File: src/rtl/assert_macros.svh
// Assertion helpers for the frame handler.
`ifndef ASSERT_MACROS_SVH
`define ASSERT_MACROS_SVH

`ifndef SYNTHESIS

`define PCFH_ASSERT(lbl, clk, rstn, prop, msg) \
  lbl: assert property (@(posedge clk) disable iff (!rstn) prop) else $error(msg);

`define PCFH_NEVER(lbl, clk, rstn, expr, msg) \
  lbl: assert property (@(posedge clk) disable iff (!rstn) !(expr)) else $error(msg);

`else

`define PCFH_ASSERT(lbl, clk, rstn, prop, msg)

`define PCFH_NEVER(lbl, clk, rstn, expr, msg)

`endif

`endif

File: src/rtl/pcfh_pkg.sv
package pcfh_pkg;

  localparam logic [7:0] SOF_BYTE       = 8'hAA;
  localparam logic [7:0] BCAST_ADDR     = 8'hFF;
  localparam logic [7:0] CMD_ACK        = 8'hE0;
  localparam logic [7:0] CMD_READ       = 8'hE1;
  localparam logic [7:0] CMD_WRITE      = 8'hE2;
  localparam logic [7:0] SYS_RST_CODE   = 8'h02;
  localparam logic [7:0] ACK_TYPE       = 8'h00;
  localparam logic [7:0] ACK_PAY_LEN    = 8'h03;
  localparam logic [7:0] PARAM_PAY_LEN  = 8'h06;
  localparam logic [7:0] DEV_ADDR_RST   = 8'h05;
  localparam int         ID_W           = 16;
  localparam int         FIELD_BYTES    = 6;
  localparam int         FRAME_BYTES    = 10;
  localparam logic [3:0] ACK_FRAME_LEN  = 4'd7;
  localparam logic [3:0] PRM_FRAME_LEN  = 4'd10;

  typedef enum logic [2:0] {
    ST_CLEAR,
    ST_IDLE,
    ST_WALK,
    ST_CHECK,
    ST_PREAD,
    ST_EMIT
  } state_t;

  typedef struct packed {
    logic rx_we;
    logic clr_en;
    logic walk_start;
    logic walk_en;
    logic load_ack;
    logic param_wr;
    logic load_param;
    logic emit_en;
    logic burst_clr;
  } ctrl_t;

  typedef struct packed {
    logic clr_done;
    logic walk_done;
    logic frame_ok;
    logic cmd_read;
    logic emit_done;
  } stat_t;

endpackage

File: src/rtl/pcfh_ctrl.sv
module pcfh_ctrl
  import pcfh_pkg::*;
(
  input  logic  clk,
  input  logic  rst_n,
  input  logic  start,
  input  logic  line_idle,
  input  stat_t stat,
  output ctrl_t ctrl,
  output logic  busy
);

  state_t state_r, state_nxt;

  always_ff @(posedge clk) begin
    if (!rst_n) begin
      state_r <= ST_CLEAR;
    end else begin
      state_r <= state_nxt;
    end
  end

  always_comb begin
    state_nxt = state_r;
    unique case (state_r)
      ST_CLEAR: begin
        if (stat.clr_done) state_nxt = ST_IDLE;
      end
      ST_IDLE: begin
        if (start && line_idle) state_nxt = ST_WALK;
      end
      ST_WALK: begin
        if (stat.walk_done) state_nxt = ST_CHECK;
      end
      ST_CHECK: begin
        if (!stat.frame_ok) state_nxt = ST_IDLE;
        else if (stat.cmd_read) state_nxt = ST_PREAD;
        else state_nxt = ST_EMIT;
      end
      ST_PREAD: begin
        state_nxt = ST_EMIT;
      end
      ST_EMIT: begin
        if (stat.emit_done) state_nxt = ST_IDLE;
      end
      default: state_nxt = ST_IDLE;
    endcase
  end

  always_comb begin
    ctrl = '0;
    busy = 1'b1;
    unique case (state_r)
      ST_CLEAR: begin
        ctrl.clr_en = 1'b1;
      end
      ST_IDLE: begin
        busy            = 1'b0;
        ctrl.rx_we      = start && !line_idle;
        ctrl.walk_start = start && line_idle;
      end
      ST_WALK: begin
        ctrl.walk_en = 1'b1;
      end
      ST_CHECK: begin
        ctrl.load_ack  = stat.frame_ok && !stat.cmd_read;
        ctrl.param_wr  = stat.frame_ok && !stat.cmd_read;
        ctrl.burst_clr = !stat.frame_ok;
      end
      ST_PREAD: begin
        ctrl.load_param = 1'b1;
      end
      ST_EMIT: begin
        ctrl.emit_en   = 1'b1;
        ctrl.burst_clr = stat.emit_done;
      end
      default: busy = 1'b1;
    endcase
  end

endmodule

File: config.mk
export PLATFORM = sky130hd
export DESIGN_NAME = pcfh_ctrl
export DESIGN_NICKNAME = d
export VERILOG_FILES = /design/src/rtl/assert_macros.svh /design/src/rtl/pcfh_pkg.sv /design/src/rtl/pcfh_ctrl.sv
export SDC_FILE = /design/constraint.sdc
export NUM_CORES = 1
export LEC_CHECK = 0
export ABC_AREA = 1
export ABC_CLOCK_PERIOD_IN_PS = 1680
export BUFFER_PORTS_ARGS = -buffer_cell sky130_fd_sc_hd__buf_2
export CORE_AREA = 2 2 39 41
export CTS_BUF_LIST = sky130_fd_sc_hd__clkbuf_16
export DETAILED_ROUTE_END_ITERATION = 16
export DIE_AREA = 0 0 41 43
export SLEW_MARGIN = 20
export SYNTH_ARGS = -nofsm -noshare
export SYNTH_HDL_FRONTEND = slang
export SYNTH_SLANG_ARGS = --single-unit
File: constraint.sdc
create_clock -name clk -period 1.68 [get_ports clk]
set_input_delay 0.42 -clock clk [delete_from_list [all_inputs] [get_ports clk]]
set_output_delay 0.42 -clock clk [all_outputs]
set_load 0.01 [all_outputs]
Yosys cells after proc, flatten, opt, wreduce, memory -nomap -nowiden
Cells that the tools add are included.
{"block": "op_classes", "n_reduce_logical": 8, "mux": 16, "n_eq_ne": 9}
{"operator": "$pmux 3 s6", "count": 1}
{"operator": "$mux 3", "count": 5}
{"operator": "$mux 1", "count": 8}
{"operator": "$ne 2x2->1 const B", "count": 4}
{"operator": "$eq 3x2->1 const B", "count": 2}
{"operator": "$eq 3x3->1 const B", "count": 2}
{"operator": "$reduce_and 4->1", "count": 1}
{"operator": "$eq 3x1->1 const B", "count": 1}
{"operator": "$logic_and 1x1->1", "count": 3}
{"operator": "$logic_not 1->1", "count": 3}
{"operator": "$logic_not 3->1", "count": 1}
{"operator": "$mux 2", "count": 1}
{"operator": "$pmux 1 s2", "count": 1}
{"block": "totals", "input_bits": 9, "regBits": 3}

Depth between registers and ports, before layout
{"block": "logic_depth", "ltp_word": 3, "mapped_depth": 8, "mapped_depth_nobuf": 8}

Least setup slack after synthesis
No wires, ideal clock.
{"block": "synth_timing", "path_type": "register to output", "startpoint": "register state_r[0]", "endpoint": "output ctrl[4] (netlist bit)", "t_required_ns": 1.260, "stages_incl_launch_ff": 6, "t_arrival_ns": 1.059, "path_slack_ns": 0.201, "cell_sequence": "dfxtp_1 > inv_2 > nor2_2 > nand3_1 > nor2_1 > buf_4"}
{"element": "from (decl)", "line": "pcfh_ctrl.sv:13", "rtl": "state_t state_r, state_nxt;"}
{"element": "from (signal assigned)", "line": "pcfh_ctrl.sv:19", "rtl": "state_r <= state_nxt;"}
{"element": "to (decl)", "line": "pcfh_ctrl.sv:9", "rtl": "output ctrl_t ctrl,"}

==> results_dict.tcl <==
set metrics [dict create \
    drt-wirelength-per-cell_um 8.07 \
    dieArea_um2 1760 \
    initial_core_util 0.199 \
    worst_pin_slew_ns 0.167 \
    power_mw 0.849 \
    syn_to_final_growth_pct 70.9 \
    synth_top_area_share 0.218 \
    io_buffers 18 \
    power_density_nw_per_um2 1800 \
    fp.dieH_um 43 \
    top_register "state_r" \
    cp_data_required_time_ns 1.26 \
    synthesis.instances 50 \
    finalClockSkew_ns 0.000627 \
    drc 0 \
    worstPathMaxFanout 6 \
    yosysWarnings 0 \
    viasPerCell 4.08 \
    layout_common_cells "buf_2 (18), nand2_1 (13), nor2_1 (8), inv_1 (8), nand3_1 (4)" \
    final_cells 87 \
    cts_root_buf "clkbuf_16" \
    worstPathArrival_ns 1.17 \
    gp_congestion 0.733 \
    drive_above_1_share 0.493 \
    hpwlAfterDp_um 562 \
    cp-end-kind "primary output" \
    ir_worst_vdd_v 0.000703 \
    routed_wl_um 702 \
    clkTransAtPathRegs_ns 0.03 \
    clk_path_buf_depth 2 \
    slew_viol_final 0 \
    finish.utilization 0.340 \
    reg_top3 "state_r x3" \
    grt_max_degree 7 \
    setup_viol 0 \
    finalCritPeriodShare 0.947 \
    grt_pass1_wl_um 1200 \
    avgSynthCellArea_um2 5.51 \
    first_iter_violations 5 \
    multi_input_area_um2 180 \
    setup_tns_ns 0 \
    rows 14 \
    first_pass_iters 3 \
    ys_ff_latch 3 \
    coreArea_um2 1380 \
    cts_resized 1 \
    h-tree-depth 1 \
    synth.largest_area_cell "dfxtp_1" \
    max_freq_mhz 629 \
    nets 81 \
    fillers 157 \
    rsz0062_at_grt "no" \
    cts_hold_buffers 0 \
    fp.dieW_um 41 \
    postCtsSetupBuffers 0 \
    hp-class "in2reg" \
    hold_viol_final 0 \
    antenna_left 0 \
    drv_cap 0 \
    grt_pass1_vias 323 \
    antenna_found_initial 0 \
    syn-cell-area_um2 275 \
    vias 355 \
    mostFrequentLayoutCell "buf_2" \
    seq_area_frac_synth 0.218 \
    cts_sinks 3 \
    io_pins 19 \
    syn-num-nets 59 \
    cts_buffers 3 \
    placed_cells 83 \
    seq_area_um2 63.8 \
    overflow 0 \
    path_class "reg2out" \
    p_leak_nw 0.281 \
    largest_reg_flops 3 \
    grtUsageTotal 0.102 \
    diodes 0 \
    clk_latency_ns 0.22 \
    cts_tree "built" \
    post-route-min-period_ns 1.59 \
    outcome "finished, final reports clean" \
    relSlewSlack 0.888 \
    cp-start-kind "flip-flop" \
    synth.distinct_cells 14 \
    synth.area.top_cells "dfxtp_1 (22%), nand2_1 (18%), nor2_1 (11%)" \
]
-- synth_stat cells --
cell type / number
nand3_2: 1
nand3_1: 4
a31oi_1: 1
nand2_2: 3
nor2_2: 3
nor3_1: 1
nor3b_1: 1
nand2_1: 13
dfxtp_1: 3
nor2_1: 8
buf_4: 1
o21ai_0: 1
inv_1: 7
inv_2: 3
-- cell families (layout without fill, tap and decap cells) --
family / Yosys count / after routing / share of synthesized area
flops: 3 / 3 / 0.218
buf+inv: 11 / 32 / 0.164
simple gates: 34 / 34 / 0.577
compound gates: 2 / 2 / 0.0409
-- area by class of cell --
type                       instances  area share
clock buffer                       3       0.160
clock inverter                     1     0.00798
tap                               16      0.0426
inverter                          10      0.0798
multi-input combinational         36       0.383
timing repair buffer              18       0.191
sequential                         3       0.136
-- routing by layer --
layer / wire, um / up-vias / global-route usage
met1: 315 / 149 / 0.121
met5: 0 / - / 0
li1: - / 192 / -
met2: 314 / 14 / 0.144
met3: 72 / 0 / 0.0628
met4: 0 / 0 / 0.0400
-- path summary, 6_finish.rpt --
| check | start | slack, ns | to | depth (start not counted) |
|---|---|---|---|---|
| setup / recovery | state_r[0] | 0.09 | ctrl[8] | 5 |
| setup reg to reg | state_r[1] | 0.62 | state_r[1] | 8 |
| hold / removal | rst_n | 0.44 | state_r[2] | 3 |
| hold reg to reg | state_r[0] | 0.53 | state_r[0] | 2 |
-- per-stage QoR --
stage | hold WS (ns) | instance area, um^2 | worst slack (ns)
after detailed placement | 0.562 | 378 | 0.187
after global placement | 0.561 | 378 | 0.189
after global routing | 0.454 | 470 | 0.00517
final | 0.439 | 470 | 0.0897
after CTS | 0.443 | 458 | 0.0176
after floorplan | 0.524 | 275 | 0.201
-- power by group --
part           switching (mW)  internal (mW)  total (mW)  leakage [nW]
Combinational           0.208          0.130       0.337         0.213
Clock                  0.0615          0.307       0.368        0.0423
Sequential             0.0413          0.102       0.143        0.0258
-- critical path, cell delays in order (launching register included) --
cell and delay, ns:
dfxtp_2 0.37, inv_2 0.07, nor2_4 0.12, nand2_2 0.10
nor3b_2 0.15, buf_2 0.14
Power figures use the tool's default switching activity.
